**src/sv/htb_pkg.sv**
```systemverilog
package htb_pkg;

   localparam int unsigned MODE_W = 4;

   localparam logic [MODE_W-1:0] MODE_IDLE      = 4'd0;
   localparam logic [MODE_W-1:0] MODE_SLASH     = 4'd1;
   localparam logic [MODE_W-1:0] MODE_COMMENT   = 4'd2;
   localparam logic [MODE_W-1:0] MODE_WS        = 4'd3;
   localparam logic [MODE_W-1:0] MODE_SIGNED    = 4'd4;
   localparam logic [MODE_W-1:0] MODE_ZERO_HEAD = 4'd5;
   localparam logic [MODE_W-1:0] MODE_ZERO      = 4'd6;
   localparam logic [MODE_W-1:0] MODE_PREFIX    = 4'd7;
   localparam logic [MODE_W-1:0] MODE_DIGITS    = 4'd8;

   localparam logic [7:0] CHAR_NUL     = 8'h00;
   localparam logic [7:0] CHAR_TAB     = 8'h09;
   localparam logic [7:0] CHAR_LF      = 8'h0A;
   localparam logic [7:0] CHAR_VT      = 8'h0B;
   localparam logic [7:0] CHAR_FF      = 8'h0C;
   localparam logic [7:0] CHAR_CR      = 8'h0D;
   localparam logic [7:0] CHAR_SPACE   = 8'h20;
   localparam logic [7:0] CHAR_PLUS    = 8'h2B;
   localparam logic [7:0] CHAR_MINUS   = 8'h2D;
   localparam logic [7:0] CHAR_SLASH   = 8'h2F;
   localparam logic [7:0] CHAR_ZERO    = 8'h30;
   localparam logic [7:0] CHAR_NINE    = 8'h39;
   localparam logic [7:0] CHAR_UPPER_A = 8'h41;
   localparam logic [7:0] CHAR_UPPER_F = 8'h46;
   localparam logic [7:0] CHAR_UPPER_X = 8'h58;
   localparam logic [7:0] CHAR_LOWER_A = 8'h61;
   localparam logic [7:0] CHAR_LOWER_F = 8'h66;
   localparam logic [7:0] CHAR_LOWER_X = 8'h78;

   typedef struct packed {
      logic [7:0] in_char;
      logic       end_of_input;
   } req_type;

   typedef struct packed {
      logic       byte_valid;
      logic [7:0] out_byte;
      logic       halted;
   } rsp_type;

   typedef struct packed {
      logic [MODE_W-1:0] mode;
      logic [63:0]       magnitude;
      logic              negative;
      logic              overflowed;
      logic              stopped;
   } state_type;

   localparam state_type RESET_STATE = '{
      mode:       MODE_IDLE,
      magnitude:  64'd0,
      negative:   1'b0,
      overflowed: 1'b0,
      stopped:    1'b0
   };

endpackage

```
**src/sv/htb_step.sv**
```systemverilog
module htb_step (
   input  htb_pkg::state_type state,
   input  htb_pkg::req_type   word,
   output htb_pkg::state_type state_next,
   output htb_pkg::rsp_type   rsp
);

   // Bit 4 set means the character is not a hex digit.
   function automatic logic [4:0] hex_val(input logic [7:0] c);
      logic [4:0] r;
      r = 5'b10000;
      if (c >= htb_pkg::CHAR_ZERO && c <= htb_pkg::CHAR_NINE) begin
         r = {1'b0, 4'(c - htb_pkg::CHAR_ZERO)};
      end else if (c >= htb_pkg::CHAR_LOWER_A && c <= htb_pkg::CHAR_LOWER_F) begin
         r = {1'b0, 4'(c - htb_pkg::CHAR_LOWER_A + 8'd10)};
      end else if (c >= htb_pkg::CHAR_UPPER_A && c <= htb_pkg::CHAR_UPPER_F) begin
         r = {1'b0, 4'(c - htb_pkg::CHAR_UPPER_A + 8'd10)};
      end
      return r;
   endfunction

   function automatic logic is_c_space(input logic [7:0] c);
      return c == htb_pkg::CHAR_SPACE || c == htb_pkg::CHAR_TAB || c == htb_pkg::CHAR_LF ||
             c == htb_pkg::CHAR_VT || c == htb_pkg::CHAR_FF || c == htb_pkg::CHAR_CR;
   endfunction

   function automatic logic is_sign(input logic [7:0] c);
      return c == htb_pkg::CHAR_PLUS || c == htb_pkg::CHAR_MINUS;
   endfunction

   function automatic logic is_x(input logic [7:0] c);
      return c == htb_pkg::CHAR_LOWER_X || c == htb_pkg::CHAR_UPPER_X;
   endfunction

   function automatic logic [7:0] token_byte(input htb_pkg::state_type s);
      logic [7:0] r;
      if (s.negative) begin
         if (s.overflowed || (s.magnitude[63] && |s.magnitude[62:0])) begin
            r = 8'h00;
         end else begin
            r = 8'(~s.magnitude[7:0] + 8'd1);
         end
      end else begin
         if (s.overflowed || s.magnitude[63]) begin
            r = 8'hFF;
         end else begin
            r = s.magnitude[7:0];
         end
      end
      return r;
   endfunction

   // Between tokens: the token fields are cleared and the character may open a new one.
   function automatic htb_pkg::state_type scan_idle(input htb_pkg::state_type s,
                                                   input logic [7:0] c);
      htb_pkg::state_type r;
      logic [4:0]         h;
      h            = hex_val(c);
      r            = s;
      r.magnitude  = 64'd0;
      r.negative   = 1'b0;
      r.overflowed = 1'b0;
      r.mode       = htb_pkg::MODE_IDLE;
      if (c == htb_pkg::CHAR_SPACE || c == htb_pkg::CHAR_LF || c == htb_pkg::CHAR_TAB) begin
         r.mode = htb_pkg::MODE_IDLE;
      end else if (c == htb_pkg::CHAR_SLASH) begin
         r.mode = htb_pkg::MODE_SLASH;
      end else if (c == htb_pkg::CHAR_NUL) begin
         r.stopped = 1'b1;
      end else if (c == htb_pkg::CHAR_ZERO) begin
         r.mode = htb_pkg::MODE_ZERO_HEAD;
      end else if (!h[4]) begin
         r.magnitude = {60'd0, h[3:0]};
         r.mode      = htb_pkg::MODE_DIGITS;
      end else if (is_c_space(c)) begin
         r.mode = htb_pkg::MODE_WS;
      end else if (is_sign(c)) begin
         r.negative = (c == htb_pkg::CHAR_MINUS);
         r.mode     = htb_pkg::MODE_SIGNED;
      end else begin
         r.stopped = 1'b1;
      end
      return r;
   endfunction

   htb_pkg::state_type st;
   logic [7:0]         c;
   logic [4:0]         h;
   logic               valid;
   logic [7:0]         b;

   always_comb begin
      st    = state;
      c     = word.in_char;
      h     = hex_val(word.in_char);
      valid = 1'b0;
      b     = 8'h00;

      if (!state.stopped) begin
         unique case (state.mode)
            htb_pkg::MODE_IDLE: begin
               st = scan_idle(state, c);
            end
            htb_pkg::MODE_SLASH: begin
               if (c == htb_pkg::CHAR_SLASH) begin
                  st.mode = htb_pkg::MODE_COMMENT;
               end else begin
                  st.stopped = 1'b1;
               end
            end
            htb_pkg::MODE_COMMENT: begin
               if (c == htb_pkg::CHAR_LF) begin
                  st.mode = htb_pkg::MODE_IDLE;
               end
            end
            htb_pkg::MODE_WS: begin
               if (is_c_space(c)) begin
                  st.mode = htb_pkg::MODE_WS;
               end else if (is_sign(c)) begin
                  st.negative = (c == htb_pkg::CHAR_MINUS);
                  st.mode     = htb_pkg::MODE_SIGNED;
               end else if (c == htb_pkg::CHAR_ZERO) begin
                  st.mode = htb_pkg::MODE_ZERO;
               end else if (!h[4]) begin
                  st.magnitude = {60'd0, h[3:0]};
                  st.mode      = htb_pkg::MODE_DIGITS;
               end else begin
                  st.stopped = 1'b1;
               end
            end
            htb_pkg::MODE_SIGNED: begin
               if (c == htb_pkg::CHAR_ZERO) begin
                  st.mode = htb_pkg::MODE_ZERO;
               end else if (!h[4]) begin
                  st.magnitude = {60'd0, h[3:0]};
                  st.mode      = htb_pkg::MODE_DIGITS;
               end else begin
                  st.stopped = 1'b1;
               end
            end
            htb_pkg::MODE_ZERO_HEAD: begin
               if (c == htb_pkg::CHAR_ZERO) begin
                  valid = 1'b1;
                  st    = scan_idle(state, htb_pkg::CHAR_SPACE);
               end else if (is_x(c)) begin
                  st.mode = htb_pkg::MODE_PREFIX;
               end else if (!h[4]) begin
                  st.magnitude = {60'd0, h[3:0]};
                  st.mode      = htb_pkg::MODE_DIGITS;
               end else begin
                  valid = 1'b1;
                  st    = scan_idle(state, c);
               end
            end
            htb_pkg::MODE_ZERO: begin
               if (is_x(c)) begin
                  st.mode = htb_pkg::MODE_PREFIX;
               end else if (!h[4]) begin
                  st.magnitude = {60'd0, h[3:0]};
                  st.mode      = htb_pkg::MODE_DIGITS;
               end else begin
                  valid = 1'b1;
                  st    = scan_idle(state, c);
               end
            end
            htb_pkg::MODE_PREFIX: begin
               if (!h[4]) begin
                  st.magnitude = {60'd0, h[3:0]};
                  st.mode      = htb_pkg::MODE_DIGITS;
               end else begin
                  valid      = 1'b1;
                  st.stopped = 1'b1;
               end
            end
            default: begin
               if (!h[4]) begin
                  if (!state.overflowed) begin
                     if (|state.magnitude[63:60]) begin
                        st.overflowed = 1'b1;
                     end else begin
                        st.magnitude = {state.magnitude[59:0], h[3:0]};
                     end
                  end
               end else begin
                  valid = 1'b1;
                  b     = token_byte(state);
                  st    = scan_idle(state, c);
               end
            end
         endcase
      end

      // At the end of the text a pending token is flushed, or a half-read one halts.
      if (word.end_of_input && !st.stopped && !valid) begin
         unique case (st.mode)
            htb_pkg::MODE_ZERO_HEAD, htb_pkg::MODE_ZERO: begin
               valid = 1'b1;
            end
            htb_pkg::MODE_DIGITS: begin
               valid = 1'b1;
               b     = token_byte(st);
            end
            htb_pkg::MODE_PREFIX: begin
               valid      = 1'b1;
               st.stopped = 1'b1;
            end
            htb_pkg::MODE_SLASH, htb_pkg::MODE_WS, htb_pkg::MODE_SIGNED: begin
               st.stopped = 1'b1;
            end
            default: begin
               valid = 1'b0;
            end
         endcase
      end

      rsp.byte_valid = valid;
      rsp.out_byte   = b;
      rsp.halted     = st.stopped;
      state_next     = word.end_of_input ? htb_pkg::RESET_STATE : st;
   end

endmodule

```
**src/sv/hex_text_to_byte_parser.sv**
```systemverilog
// Channel | Ports                           | Word
// input   | req_valid, req_stall, req_word  | htb_pkg::req_type: in_char, end_of_input
// result  | rsp_valid, rsp_stall, rsp_word  | htb_pkg::rsp_type: byte_valid, out_byte, halted
//
// Each character gives exactly one result word, through the input and result registers.
// One character is taken every cycle unless stalled; parse state updates with the result.
// Reset returns the parser to idle between tokens with no halt pending.
// A stall on the result side holds the result register and, behind it, the input register.
module hex_text_to_byte_parser (
   input  logic             clock,
   input  logic             reset,
   input  logic             req_valid,
   output logic             req_stall,
   input  htb_pkg::req_type req_word,
   output logic             rsp_valid,
   input  logic             rsp_stall,
   output htb_pkg::rsp_type rsp_word
);

   logic               in_valid_ff;
   logic               in_valid_in;
   htb_pkg::req_type   in_word_ff;
   logic               out_valid_ff;
   logic               out_valid_in;
   htb_pkg::rsp_type   out_word_ff;
   htb_pkg::state_type state_ff;
   htb_pkg::state_type state_next;
   htb_pkg::rsp_type   step_rsp;
   logic               advance;
   logic               step;

   assign advance   = !out_valid_ff || !rsp_stall;
   assign step      = in_valid_ff && advance;
   assign req_stall = in_valid_ff && !advance;
   assign rsp_valid = out_valid_ff;
   assign rsp_word  = out_word_ff;

   assign in_valid_in  = req_stall ? in_valid_ff : req_valid;
   assign out_valid_in = advance ? in_valid_ff : out_valid_ff;

   htb_step u_step (
      .state      (state_ff),
      .word       (in_word_ff),
      .state_next (state_next),
      .rsp        (step_rsp)
   );

   always_ff @(posedge clock) begin
      if (reset) begin
         in_valid_ff  <= 1'b0;
         out_valid_ff <= 1'b0;
         state_ff     <= htb_pkg::RESET_STATE;
      end else begin
         in_valid_ff  <= in_valid_in;
         out_valid_ff <= out_valid_in;
         if (step) begin
            state_ff <= state_next;
         end
      end
   end

   always_ff @(posedge clock) begin
      if (!req_stall) begin
         in_word_ff <= req_word;
      end
      if (step) begin
         out_word_ff <= step_rsp;
      end
   end

   assert property (@(posedge clock) disable iff (reset)
      step && in_word_ff.end_of_input |=> state_ff == htb_pkg::RESET_STATE)
      else $error("State not cleared after the last character.");

   assert property (@(posedge clock) disable iff (reset)
      state_ff.stopped && !(step && in_word_ff.end_of_input) |=> state_ff.stopped)
      else $error("Halt released before the end of the text.");

   assert property (@(posedge clock) disable iff (reset)
      step && state_ff.stopped |=> out_valid_ff && !out_word_ff.byte_valid && out_word_ff.halted)
      else $error("Byte produced while halted.");

   assert property (@(posedge clock) disable iff (reset)
      in_valid_ff && !advance |=> in_valid_ff && $stable(in_word_ff))
      else $error("Held input word was overwritten.");

   assert property (@(posedge clock) disable iff (reset)
      out_valid_ff && !out_word_ff.byte_valid |-> out_word_ff.out_byte == 8'h00)
      else $error("Byte value present without a completed token.");

endmodule
```
**config.mk**
```make
export PLATFORM = sky130hd
export DESIGN_NAME = hex_text_to_byte_parser
export DESIGN_NICKNAME = d
export VERILOG_FILES = /design/src/sv/htb_pkg.sv /design/src/sv/htb_step.sv /design/src/sv/hex_text_to_byte_parser.sv
export SDC_FILE = /design/constraint.sdc
export NUM_CORES = 1
export LEC_CHECK = 0
export CAP_MARGIN = 20
export CORE_ASPECT_RATIO = 1.5
export CORE_MARGIN = 10
export CORE_UTILIZATION = 50
export CTS_CLUSTER_DIAMETER = 40
export DETAILED_ROUTE_END_ITERATION = 8
export DONT_BUFFER_PORTS = 1
export GPL_TIMING_DRIVEN = 0
export PLACE_DENSITY = 0.68
export SYNTH_ARGS = -nofsm -noshare
export SYNTH_HDL_FRONTEND = slang
export SYNTH_SLANG_ARGS = --single-unit
```
**constraint.sdc**
```tcl
create_clock -name clock -period 4.1 [get_ports clock]
set_input_delay 0.82 -clock clock [delete_from_list [all_inputs] [get_ports clock]]
set_output_delay 0.82 -clock clock [all_outputs]
set_load 0.02 [all_outputs]
```
==> results of run 1 <==
## worst min path at each step
stage	depth (start not counted)	start	end
floorplan	2	in_valid_ff$_SDFFE_PP0N_	rsp_valid$_SDFFE_PP0N_
global placement	2	in_valid_ff$_SDFFE_PP0N_	rsp_valid$_SDFFE_PP0N_
detailed placement	2	in_valid_ff$_SDFFE_PP0N_	rsp_valid$_SDFFE_PP0N_
CTS	2	in_valid_ff$_SDFFE_PP0N_	rsp_valid$_SDFFE_PP0N_
global route	2	in_valid_ff$_SDFFE_PP0N_	rsp_valid$_SDFFE_PP0N_
finish	2	in_valid_ff$_SDFFE_PP0N_	rsp_valid$_SDFFE_PP0N_
## logic make-up (layout without fill, tap and decap cells)
kind of cell    count (synthesis)  in the layout  share of synthesized area (%)
mux                             4              4                         0.7223
simple gates                  287            287                          24.95
flops                          92             92                          35.54
fa+ha+maj                       7              7                          1.488
xor+xnor                        5              5                         0.7662
buf+inv                        71            107                          5.340
compound gates                242            242                          31.19
## synthesized netlist by cell type, types with 6 or more instances
| master | number |
|---|---|
| nor2_1 | 109 |
| a22oi_1 | 77 |
| dfxtp_1 | 73 |
| nand2_1 | 48 |
| clkbuf_1 | 43 |
| o21ai_0 | 32 |
| a21oi_1 | 29 |
| nor4_1 | 20 |
| edfxtp_1 | 19 |
| nor3_1 | 19 |
| nand3_1 | 18 |
| inv_1 | 17 |
| o31ai_1 | 13 |
| and2_1 | 9 |
| nand4_1 | 8 |
| a22o_1 | 7 |
| a31oi_1 | 7 |
| and3_1 | 7 |
| o22ai_1 | 7 |
| ha_1 | 6 |
| nand2b_1 | 6 |
| nor2b_1 | 6 |
| nor3b_1 | 6 |
| o221ai_1 | 6 |
| or4_1 | 6 |
## area by class of cell
type	count	share of cell area (%)
multi-input combinational	545	54.93
clock buffer	9	3.418
tap	147	2.791
clock inverter	7	1.044
timing repair buffer	21	2.392
buffer	51	3.512
sequential	92	30.83
inverter	19	1.082
## power groups by stage
stage | Combinational, uW | Clock [uW] | Sequential [uW]
after floorplan | 124 | 0 | 969
after global placement | 169 | 0 | 974
after CTS | 187 | 836 | 952
after global routing | 223 | 867 | 954
after detailed placement | 172 | 0 | 974
final | 208 | 827 | 953
## registers in the layout (all words and copies together) (netlist names)
name,count
state_ff,71
rsp_word,10
in_word_ff,9
in_valid_ff,1
rsp_valid,1
## layer usage
metal	wire [um]	vias to the layer above	global-route usage (%)
met3	1155	84	3.786
met1	7435	2911	26.50
met2	10710	298	45.10
met5	0	-	0
li1	-	2772	-
met4	1333	0	15.63
## what timing repair did
item,in CTS,in global routing
pin swaps,8,13
hold endpoints to repair,0,0
setup buffers,10,11
hold buffers,0,0
endpoints found under the setup margin,9,8
resized for setup,18,26
## critical path: stages (launching register included)
cell	delay, ps
edfxtp_1	430
inv_1	160
ha_4	210
or3b_4	400
o311a_4	160
o211ai_4	230
o2111ai_4	170
or3_1	390
buf_6	140
a32o_2	250
inv_2	80
ha_4	150
nand4_1	160
o41ai_4	380
buf_4	210
o2111ai_4	150
o31ai_2	290
## metrics by stage
stage	TNS [ps]	cells	instance area [um^2]
floorplan	0	708	5717
global placement	-4651	855	5901
detailed placement	-5163	855	5901
CTS	0	880	6376
global route	-786.6	891	6590
finish	-15.91	891	6590
==> implementation parameters, run 1 <==
Parameter                              Value

Floorplan
  Row count ... 47
  Floorplan die area ... 16,200 um^2
  Area inside the core boundary ... 11,110 um^2
  Vertical die dimension ... 151.0 um
  Initial core utilization ... 51.44%
  I/O pin count ... 25
  Horizontal die dimension ... 107.3 um

Synth
  Number of warnings printed during yosys synthesis ... 0
  Register bit count reported by yosys ... 92
  Cell area after technology mapping ... 5717 um^2
  Fraction of synthesized cell area taken by the top area cell type ... 25.56%
  Sequential element share of the synthesized area ... 35.54%
  Unique masters post-synth ... 82
  Synth Area per Inst ... 8.074 um^2
  Proportion of synthesized flip-flops having asynchronous set or reset ... 0%
  Number of nets produced by synthesis ... 727
  Top post-synthesis cells by area ... dfxtp_1 26%, a22oi_1 10%, edfxtp_1 10%, nor2_1 7.2%, nand2_1 3.2%
  Synthesized netlist cell count ... 708
  Flip-flop cell with the highest count after synthesis ... dfxtp_1
  Number of synthesized flops with an enable pin ... 19
  Biggest area consumer among synthesized cells ... dfxtp_1

Worst setup path
  Beginning of the critical path ... in_word_ff[1]$_DFFE_PN_
  Reg2reg start ... in_word_ff[1]$_DFFE_PN_
  Arrival time at the worst endpoint ... 4290 ps
  Count of cells along the worst register-to-register path ... 16
  Crit path kind ... reg -> reg
  Top fanout value on the critical path ... 8
  CP startpoint kind ... flip-flop
  Endpoint type of the worst setup path ... flip-flop
  Setup slack of the worst register-to-register path ... -20 ps
  Timing endpoint of the critical path ... rsp_word[5]$_DFFE_PP_
  CP Data Required Time ... 4280 ps
  Worst reg2reg path endpoint ... rsp_word[5]$_DFFE_PP_

Power
  Internal Power ... 1432 uW
  Sequential power share ... 47.9%
  Share of total power consumed by net switching ... 27.97%
  Switching power ... 556.1 uW
  Overall Power ... 1988 uW
  Static leakage ... 0.002340 uW
  Clock group share of total power ... 41.6%
  Power per unit of standard cell area ... 301.6 nW/um^2
  Logic pwr share ... 10.5%
  Maximum ir drop on the vdd rail ... 0.0002475 V

Detailed routing
  Post-DRT Antenna Nets ... 0
  Detailed-route DRC error count ... 0
  Mean number of vias per cell ... 6.807
  DRT Wirelength ... 20,630 um
  DR WL/cell ... 23.16 um
  Initial DRC Count ... 470
  Count of TritonRoute iterations in the first routing pass ... 6
  Via count of the routed design ... 6,065

Timing
  Final Hold Violating Endpoints ... 0
  Crit path setup slack, layout ... -15.91 ps
  Maximum clock frequency ... 243.0 MHz
  Relative slew slack ... 41.52%
  Clock tree skew after final layout ... 9.357 ps
  Number of setup violations in the final report ... 1
  Post-route minimum period ... 4116 ps
  Share of the clock period used by the worst path after layout ... 100.4%
  Fin. max-slew vios ... 0
  Actual transition at the worst max-transition pin ... 855.1 ps
  RSZ-0062 raised after global routing ... yes
  Hold_ws ... 500.7 ps

Final layout
  Highest-count cells in the layout ignoring fill and taps ... 108 x nor2_1, 77 x a22oi_1, 73 x dfxtp_1, 48 x nand2_1, 41 x clkbuf_1
  Layout cells sized above 1 ... 12.77%
  Total area of sequential cells ... 2032 um^2
  Filler Cells Inserted ... 1,019
  Core occupancy in the finished layout ... 59.29%
  Post-layout nets ... 758
  Diode count ... 0
  Footprint of the multi-input gates ... 3620 um^2
  Synthesis-to-layout area growth ... 15.28%
  Most common cell after layout, fill and taps aside ... nor2_1

Global routing
  Via count of the first global-routing pass ... 5,782
  Pin count of the biggest net entering global routing ... 19
  Overall routing resource usage ... 25.00%
  First-pass GRT wire length ... 31,670 um
  Antenna violations before repair ... 0
  Remaining Overflow, GRT ... 0

Place
  Detailed placer's ending HPWL ... 15,300 um
  Quantity of I/O buffers inserted on ports ... 0
  GP Congestion ... 1.025
  Post-placement setup slack ... -738.3 ps

Status
  Result of the run ... finished with violations
  Violations in the final reports ... setup timing

Clock network
  Clock slew seen by the registers of the worst setup and hold paths ... 70 ps
  Clk Latency, worst-skew pair ... 350 ps
  Clock H-tree levels ... 3
  Clock buffer count from CTS ... 9
  Number of clock sinks ... 92
  CTS root buf ... clkbuf_16
  Maximum clock insertion buffer count ... 2
  TritonCTS clock tree ... yes

Min path
  Hold crit path type ... reg -> reg

Job
  Maximum Capacitance Violations ... 0
No activity file was read; power rests on OpenSTA's default activity.
==> inputs of run 2 (changes only) <==
--- a/config.mk
+++ b/config.mk
@@ -14,6 +14,7 @@
 export DONT_BUFFER_PORTS = 1
 export GPL_TIMING_DRIVEN = 0
 export PLACE_DENSITY = 0.68
+export RECOVER_POWER = 50
 export SYNTH_ARGS = -nofsm -noshare
 export SYNTH_HDL_FRONTEND = slang
 export SYNTH_SLANG_ARGS = --single-unit
==> implementation parameters, run 2 (synthesis gave the netlist of run 1 again) <==
Parameter                              Value

Status
  Result of the run ... finished with violations
  Violations in the final reports ... setup timing

Detailed routing
  Met2 wire len ... 10,750 um
  Count of TritonRoute iterations in the first routing pass ... 7
  DRT Wirelength ... 20,710 um
  DR WL/cell ... 23.24 um
  Via count of the routed design ... 6,041
  Initial DRC Count ... 484
  Met1 Routed Length ... 7511 um
  Sum of met3 wire segment lengths after detailed routing ... 1161 um
  Mean number of vias per cell ... 6.780
  Highest metal used ... met4
  Detailed-route DRC error count ... 0
  Post-DRT Antenna Nets ... 0

Timing
  Fin. max-slew vios ... 0
  Setup TNS Final ... -16.97 ps
  RSZ-0062 raised after global routing ... yes
  Actual transition at the worst max-transition pin ... 839.7 ps
  Final Hold Violating Endpoints ... 0
  Maximum clock frequency ... 242.9 MHz
  Post-route minimum period ... 4117 ps
  Hold_ws ... 506.6 ps
  Relative slew slack ... 42.57%
  Share of the clock period used by the worst path after layout ... 100.4%
  Crit path setup slack, layout ... -16.97 ps
  Clock tree skew after final layout ... 7.202 ps
  Number of setup violations in the final report ... 1

Clock network
  Number of buffers inserted by hold repair at cts ... 0
  CTS root buf ... clkbuf_16
  Number of clock sinks ... 92
  Maximum clock insertion buffer count ... 2
  TritonCTS clock tree ... yes
  Clock slew seen by the registers of the worst setup and hold paths ... 70 ps
  Clock buffer count from CTS ... 9
  Clk Latency, worst-skew pair ... 350 ps
  Clock H-tree levels ... 3

Worst setup path
  Reg2reg start ... in_word_ff[2]$_DFFE_PN_
  Beginning of the critical path ... in_word_ff[2]$_DFFE_PN_
  CP startpoint kind ... flip-flop
  Crit path kind ... reg -> reg
  Top fanout value on the critical path ... 8
  Endpoint type of the worst setup path ... flip-flop
  CP Data Required Time ... 4280 ps
  Arrival time at the worst endpoint ... 4300 ps

Global routing
  First-pass GRT wire length ... 31,670 um
  Overall routing resource usage ... 25.00%
  Remaining Overflow, GRT ... 0
  Antenna violations before repair ... 0
  Via count of the first global-routing pass ... 5,782
  Pin count of the biggest net entering global routing ... 19

Final layout
  Synthesis-to-layout area growth ... 15.17%
  Register name with the most flops ... state_ff
  Highest-count cells in the layout ignoring fill and taps ... 108 x nor2_1, 77 x a22oi_1, 73 x dfxtp_1, 48 x nand2_1, 41 x clkbuf_1
  Most common cell after layout, fill and taps aside ... nor2_1
  Diode count ... 0
  Core occupancy in the finished layout ... 59.24%
  Layout cells sized above 1 ... 12.63%
  Footprint of the multi-input gates ... 3613 um^2
  Total area of sequential cells ... 2032 um^2
  Filler Cells Inserted ... 1,019
  Largest register FFs ... 71
  Post-layout nets ... 758

Power
  Switching power ... 557.5 uW
  Maximum ir drop on the vdd rail ... 0.0002473 V
  Power per unit of standard cell area ... 302.1 nW/um^2
  Clock group share of total power ... 41.6%
  Share of total power consumed by net switching ... 28.03%
  Overall Power ... 1989 uW
  Logic pwr share ... 10.5%
  Internal Power ... 1432 uW
  Sequential power share ... 47.9%
  Static leakage ... 0.002340 uW

Place
  GP Congestion ... 1.025
  Detailed placer's ending HPWL ... 15,300 um
  Quantity of I/O buffers inserted on ports ... 0
  Post-placement setup slack ... -738.3 ps

Job
  Maximum Capacitance Violations ... 0

Min path
  Startpoint of the lowest-slack hold path ... in_valid_ff$_SDFFE_PP0N_
  Hold crit path type ... reg -> reg

Floorplan
  Horizontal die dimension ... 107.3 um
  Vertical die dimension ... 151.0 um
  Area inside the core boundary ... 11,110 um^2
  Initial core utilization ... 51.44%
  Floorplan die area ... 16,200 um^2
  I/O pin count ... 25
  Row count ... 47
==> run 2: changes by cell type in the layout (fill, tap and decap cells not counted) <==
| cell | change |
|---|---|
| a31oi_1 | +1 |
| a31oi_2 | -1 |
==> run 2: worst paths after layout <==
kind	end	cells past startpoint	slack [ps]
setup / recovery	rsp_word[5]$_DFFE_PP_	16	-20
setup reg to reg	rsp_word[5]$_DFFE_PP_	16	-20
hold reg to reg	rsp_valid$_SDFFE_PP0N_	2	510
hold / removal	rsp_valid$_SDFFE_PP0N_	2	510
==> run 2: timing repair <==
item	4_1_cts	5_1_grt
gates cloned	0	0
gates resized for setup	18	26
endpoints found under the setup margin	9	8
pin swaps	8	13
setup buffers	10	11
==> run 2: per-stage QoR <==
stage	instance area (um^2)	std cells
3_3_place_gp	5901	855
3_5_place_dp	5901	855
2_1_floorplan	5717	708
4_1_cts	6376	880
5_1_grt	6584	891
6_report	6584	891
==> run 2: final cells by class <==
cell class / instances / share of cell area [%]
plain buffers: 51 / 3.516
clock buffers: 9 / 3.421
clock inverters: 7 / 1.045
inverters: 19 / 1.083
multi-input cells: 545 / 54.88
flip-flops and latches: 92 / 30.86
well taps: 147 / 2.794
repair buffers: 21 / 2.395
==> run 2: worst max-delay path, cell delays in order, from the launching register on <==
cell and delay, ps:
edfxtp_1 460, inv_2 140, ha_4 190, or3b_4 400, o311a_4 160, o211ai_4 230
o2111ai_4 170, or3_1 390, buf_6 140, a32o_2 250, inv_2 80, ha_4 140
nand4_1 160, o41ai_4 380, buf_4 210, o2111ai_4 150, o31ai_2 290
==> run 2: routing by layer <==
metal | vias to the layer above | track usage [%]
met1 | 2921 | 26.50
met5 | - | 0
met3 | 78 | 3.786
met2 | 280 | 45.10
li1 | 2762 | -
met4 | 0 | 15.63
==> run 2: power by group through the flow <==
stage / Combinational (uW) / Clock [uW] / Sequential, uW
2_1_floorplan: 124 / 0 / 969
3_3_place_gp: 169 / 0 / 974
3_5_place_dp: 172 / 0 / 974
4_1_cts: 187 / 836 / 952
5_1_grt: 223 / 867 / 954
6_report: 208 / 828 / 953
==> inputs of run 3 (changes only) <==
--- a/config.mk
+++ b/config.mk
@@ -15,6 +15,7 @@
 export GPL_TIMING_DRIVEN = 0
 export PLACE_DENSITY = 0.68
 export RECOVER_POWER = 50
+export SETUP_SLACK_MARGIN = 0.4
 export SYNTH_ARGS = -nofsm -noshare
 export SYNTH_HDL_FRONTEND = slang
 export SYNTH_SLANG_ARGS = --single-unit
==> implementation parameters, run 3 (synthesis gave the netlist of run 1 again) <==
Parameter                              Value

Floorplan
  I/O pin count ... 25
  Vertical die dimension ... 151.0 um
  Initial core utilization ... 51.44%
  Horizontal die dimension ... 107.3 um
  Floorplan die area ... 16,200 um^2
  Row count ... 47
  Area inside the core boundary ... 11,110 um^2

Min path
  Cell depth of the worst hold path ... 2
  Terminating pin of the worst hold path ... rsp_valid$_SDFFE_PP0N_
  Startpoint of the lowest-slack hold path ... in_valid_ff$_SDFFE_PP0N_
  Hold crit path type ... reg -> reg

Worst setup path
  Top fanout value on the critical path ... 6
  Arrival time at the worst endpoint ... 4170 ps
  Count of cells along the worst register-to-register path ... 17
  Worst reg2reg path endpoint ... rsp_word[7]$_DFFE_PP_
  Setup slack of the worst register-to-register path ... 30 ps
  Crit-path max cell delay ... 490 ps
  Worst path bufs/invs ... 5
  Reg2reg start ... in_word_ff[1]$_DFFE_PN_
  Cell with the biggest individual delay on the critical path ... edfxtp_1
  Most repeated library cell on the critical path ... buf_6
  Crit path kind ... reg -> reg
  Cell breakdown of the critical path ... ha_2, buf_8, or3b_4, o311a_4, o211ai_4, o2111ai_4, or3_4, buf_6, a22o_4, inv_4, ha_4, nand4_1, buf_4, buf_6, o31a_1, o32ai_2, o21ai_1
  Endpoint type of the worst setup path ... flip-flop
  CP startpoint kind ... flip-flop
  CP Data Required Time ... 4200 ps
  Cell family with most CP delay ... compound AO/OA/AOI/OAI gates

Final layout
  Post-layout nets ... 759
  Register name with the most flops ... state_ff
  Layout cells sized above 1 ... 14.50%
  Largest register FFs ... 71
  Highest-count cells in the layout ignoring fill and taps ... 108 x nor2_1, 77 x a22oi_1, 73 x dfxtp_1, 47 x nand2_1, 38 x clkbuf_1
  Synthesis-to-layout area growth ... 16.70%
  Most common cell after layout, fill and taps aside ... nor2_1
  Diode count ... 0

Timing
  Fin. max-slew vios ... 0
  Clock tree skew after final layout ... 6.936 ps
  RSZ-0062 raised after global routing ... yes
  Number of setup violations in the final report ... 0
  Final Hold Violating Endpoints ... 0
  Share of the clock period used by the worst path after layout ... 99.15%
  Crit path setup slack, layout ... 34.76 ps
  Hold_ws ... 519.6 ps
  Actual transition at the worst max-transition pin ... 733.4 ps
  Maximum clock frequency ... 246.0 MHz
  Relative slew slack ... 50.92%
  Post-route minimum period ... 4065 ps

Clock network
  CTS root buf ... clkbuf_16
  Clock slew seen by the registers of the worst setup and hold paths ... 70 ps
  Clk Latency, worst-skew pair ... 360 ps
  Number of buffers inserted by hold repair at cts ... 0
  TritonCTS clock tree ... yes
  Maximum clock insertion buffer count ... 2
  Clock H-tree levels ... 3
  Clock buffer count from CTS ... 9
  Number of clock sinks ... 92

Power
  Maximum ir drop on the vdd rail ... 0.0002342 V
  Static leakage ... 0.002367 uW
  Power per unit of standard cell area ... 306.1 nW/um^2

Global routing
  Remaining Overflow, GRT ... 0
  First-pass GRT wire length ... 31,850 um
  Overall routing resource usage ... 24.88%
  Via count of the first global-routing pass ... 5,874
  Pin count of the biggest net entering global routing ... 18
  Antenna violations before repair ... 0

Detailed routing
  DR WL/cell ... 23.05 um
  Initial DRC Count ... 691
  Count of TritonRoute iterations in the first routing pass ... 5
  Post-DRT Antenna Nets ... 0
  Mean number of vias per cell ... 6.817
  Detailed-route DRC error count ... 0
  Via count of the routed design ... 6,081
  DRT Wirelength ... 20,560 um

Place
  Quantity of I/O buffers inserted on ports ... 0
  GP Congestion ... 1.001
  Detailed placer's ending HPWL ... 14,930 um
  Post-placement setup slack ... -456.9 ps

Status
  Result of the run ... completed

Job
  Maximum Capacitance Violations ... 0
-- run 3: changes by cell type in the layout (fill, tap and decap cells not counted), sizes merged --
cell      before  now
clkbuf        51   53
clkinv         4    2
buf           30   31
clkinvlp       0    1
inv           22   21
-- run 3: worst max path at each step --
| stage | startpoint | to | slack, ps | depth (start not counted) |
|---|---|---|---|---|
| after global routing | in_word_ff[1]$_DFFE_PN_ | rsp_word[7]$_DFFE_PP_ | -70 | 17 |
| after detailed placement | in_word_ff[1]$_DFFE_PN_ | rsp_word[5]$_DFFE_PP_ | -460 | 15 |
| after floorplan | in_word_ff[1]$_DFFE_PN_ | rsp_word[3]$_DFFE_PP_ | 400 | 15 |
| final | in_word_ff[1]$_DFFE_PN_ | rsp_word[7]$_DFFE_PP_ | 30 | 17 |
| after CTS | in_word_ff[1]$_DFFE_PN_ | rsp_word[8]$_DFFE_PP_ | -30 | 16 |
| after global placement | in_word_ff[1]$_DFFE_PN_ | rsp_word[5]$_DFFE_PP_ | -500 | 14 |
-- run 3: per-stage QoR --
stage	setup TNS [ps]	utilization (%)	instances	total power, uW	area (um^2)
after floorplan	0	-	708	1096	5762
after global placement	-2564	53.50	855	1144	5946
after detailed placement	-2330	53.50	855	1147	5946
after CTS	-67.91	58.66	889	2031	6520
after global routing	-187.7	60.02	892	2093	6671
final	0	60.02	892	2042	6671
-- run 3: tightest hold or removal path, delay by kind of cell (launching register included) --
family	cells	cell delay, ps
AOI/OAI and AO/OA	1	50
DFF	1	350
and+or+nand+nor	1	90
-- run 3: where the power goes --
part,switching [uW],internal [uW]
Sequential,18.0,935
Combinational,143,71.5
Clock,399,476
-- run 3: routing by layer --
layer / global-route usage (%) / routed length (um)
met4: 18.27 / 1574
met5: 0 / 0
met1: 26.54 / 7431
met2: 43.75 / 10360
met3: 3.318 / 1196
-- run 3: cell type report --
cell class / count / area [um^2]
Buffer: 52 / 250.2
Clock buffer: 11 / 264.0
Clock inverter: 5 / 45.04
Fill cell: 1008 / 4443
Inverter: 19 / 73.82
Multi-Input combinational cell: 545 / 3661
Sequential cell: 92 / 2032
Tap cell: 147 / 183.9
Timing Repair Buffer: 21 / 161.4
-- run 3: repair_timing --
action	CTS	global route
setup buffers	18	3
resized for setup	28	26
cloned	0	0
endpoints found under the setup margin	50	50
pin swaps	14	16
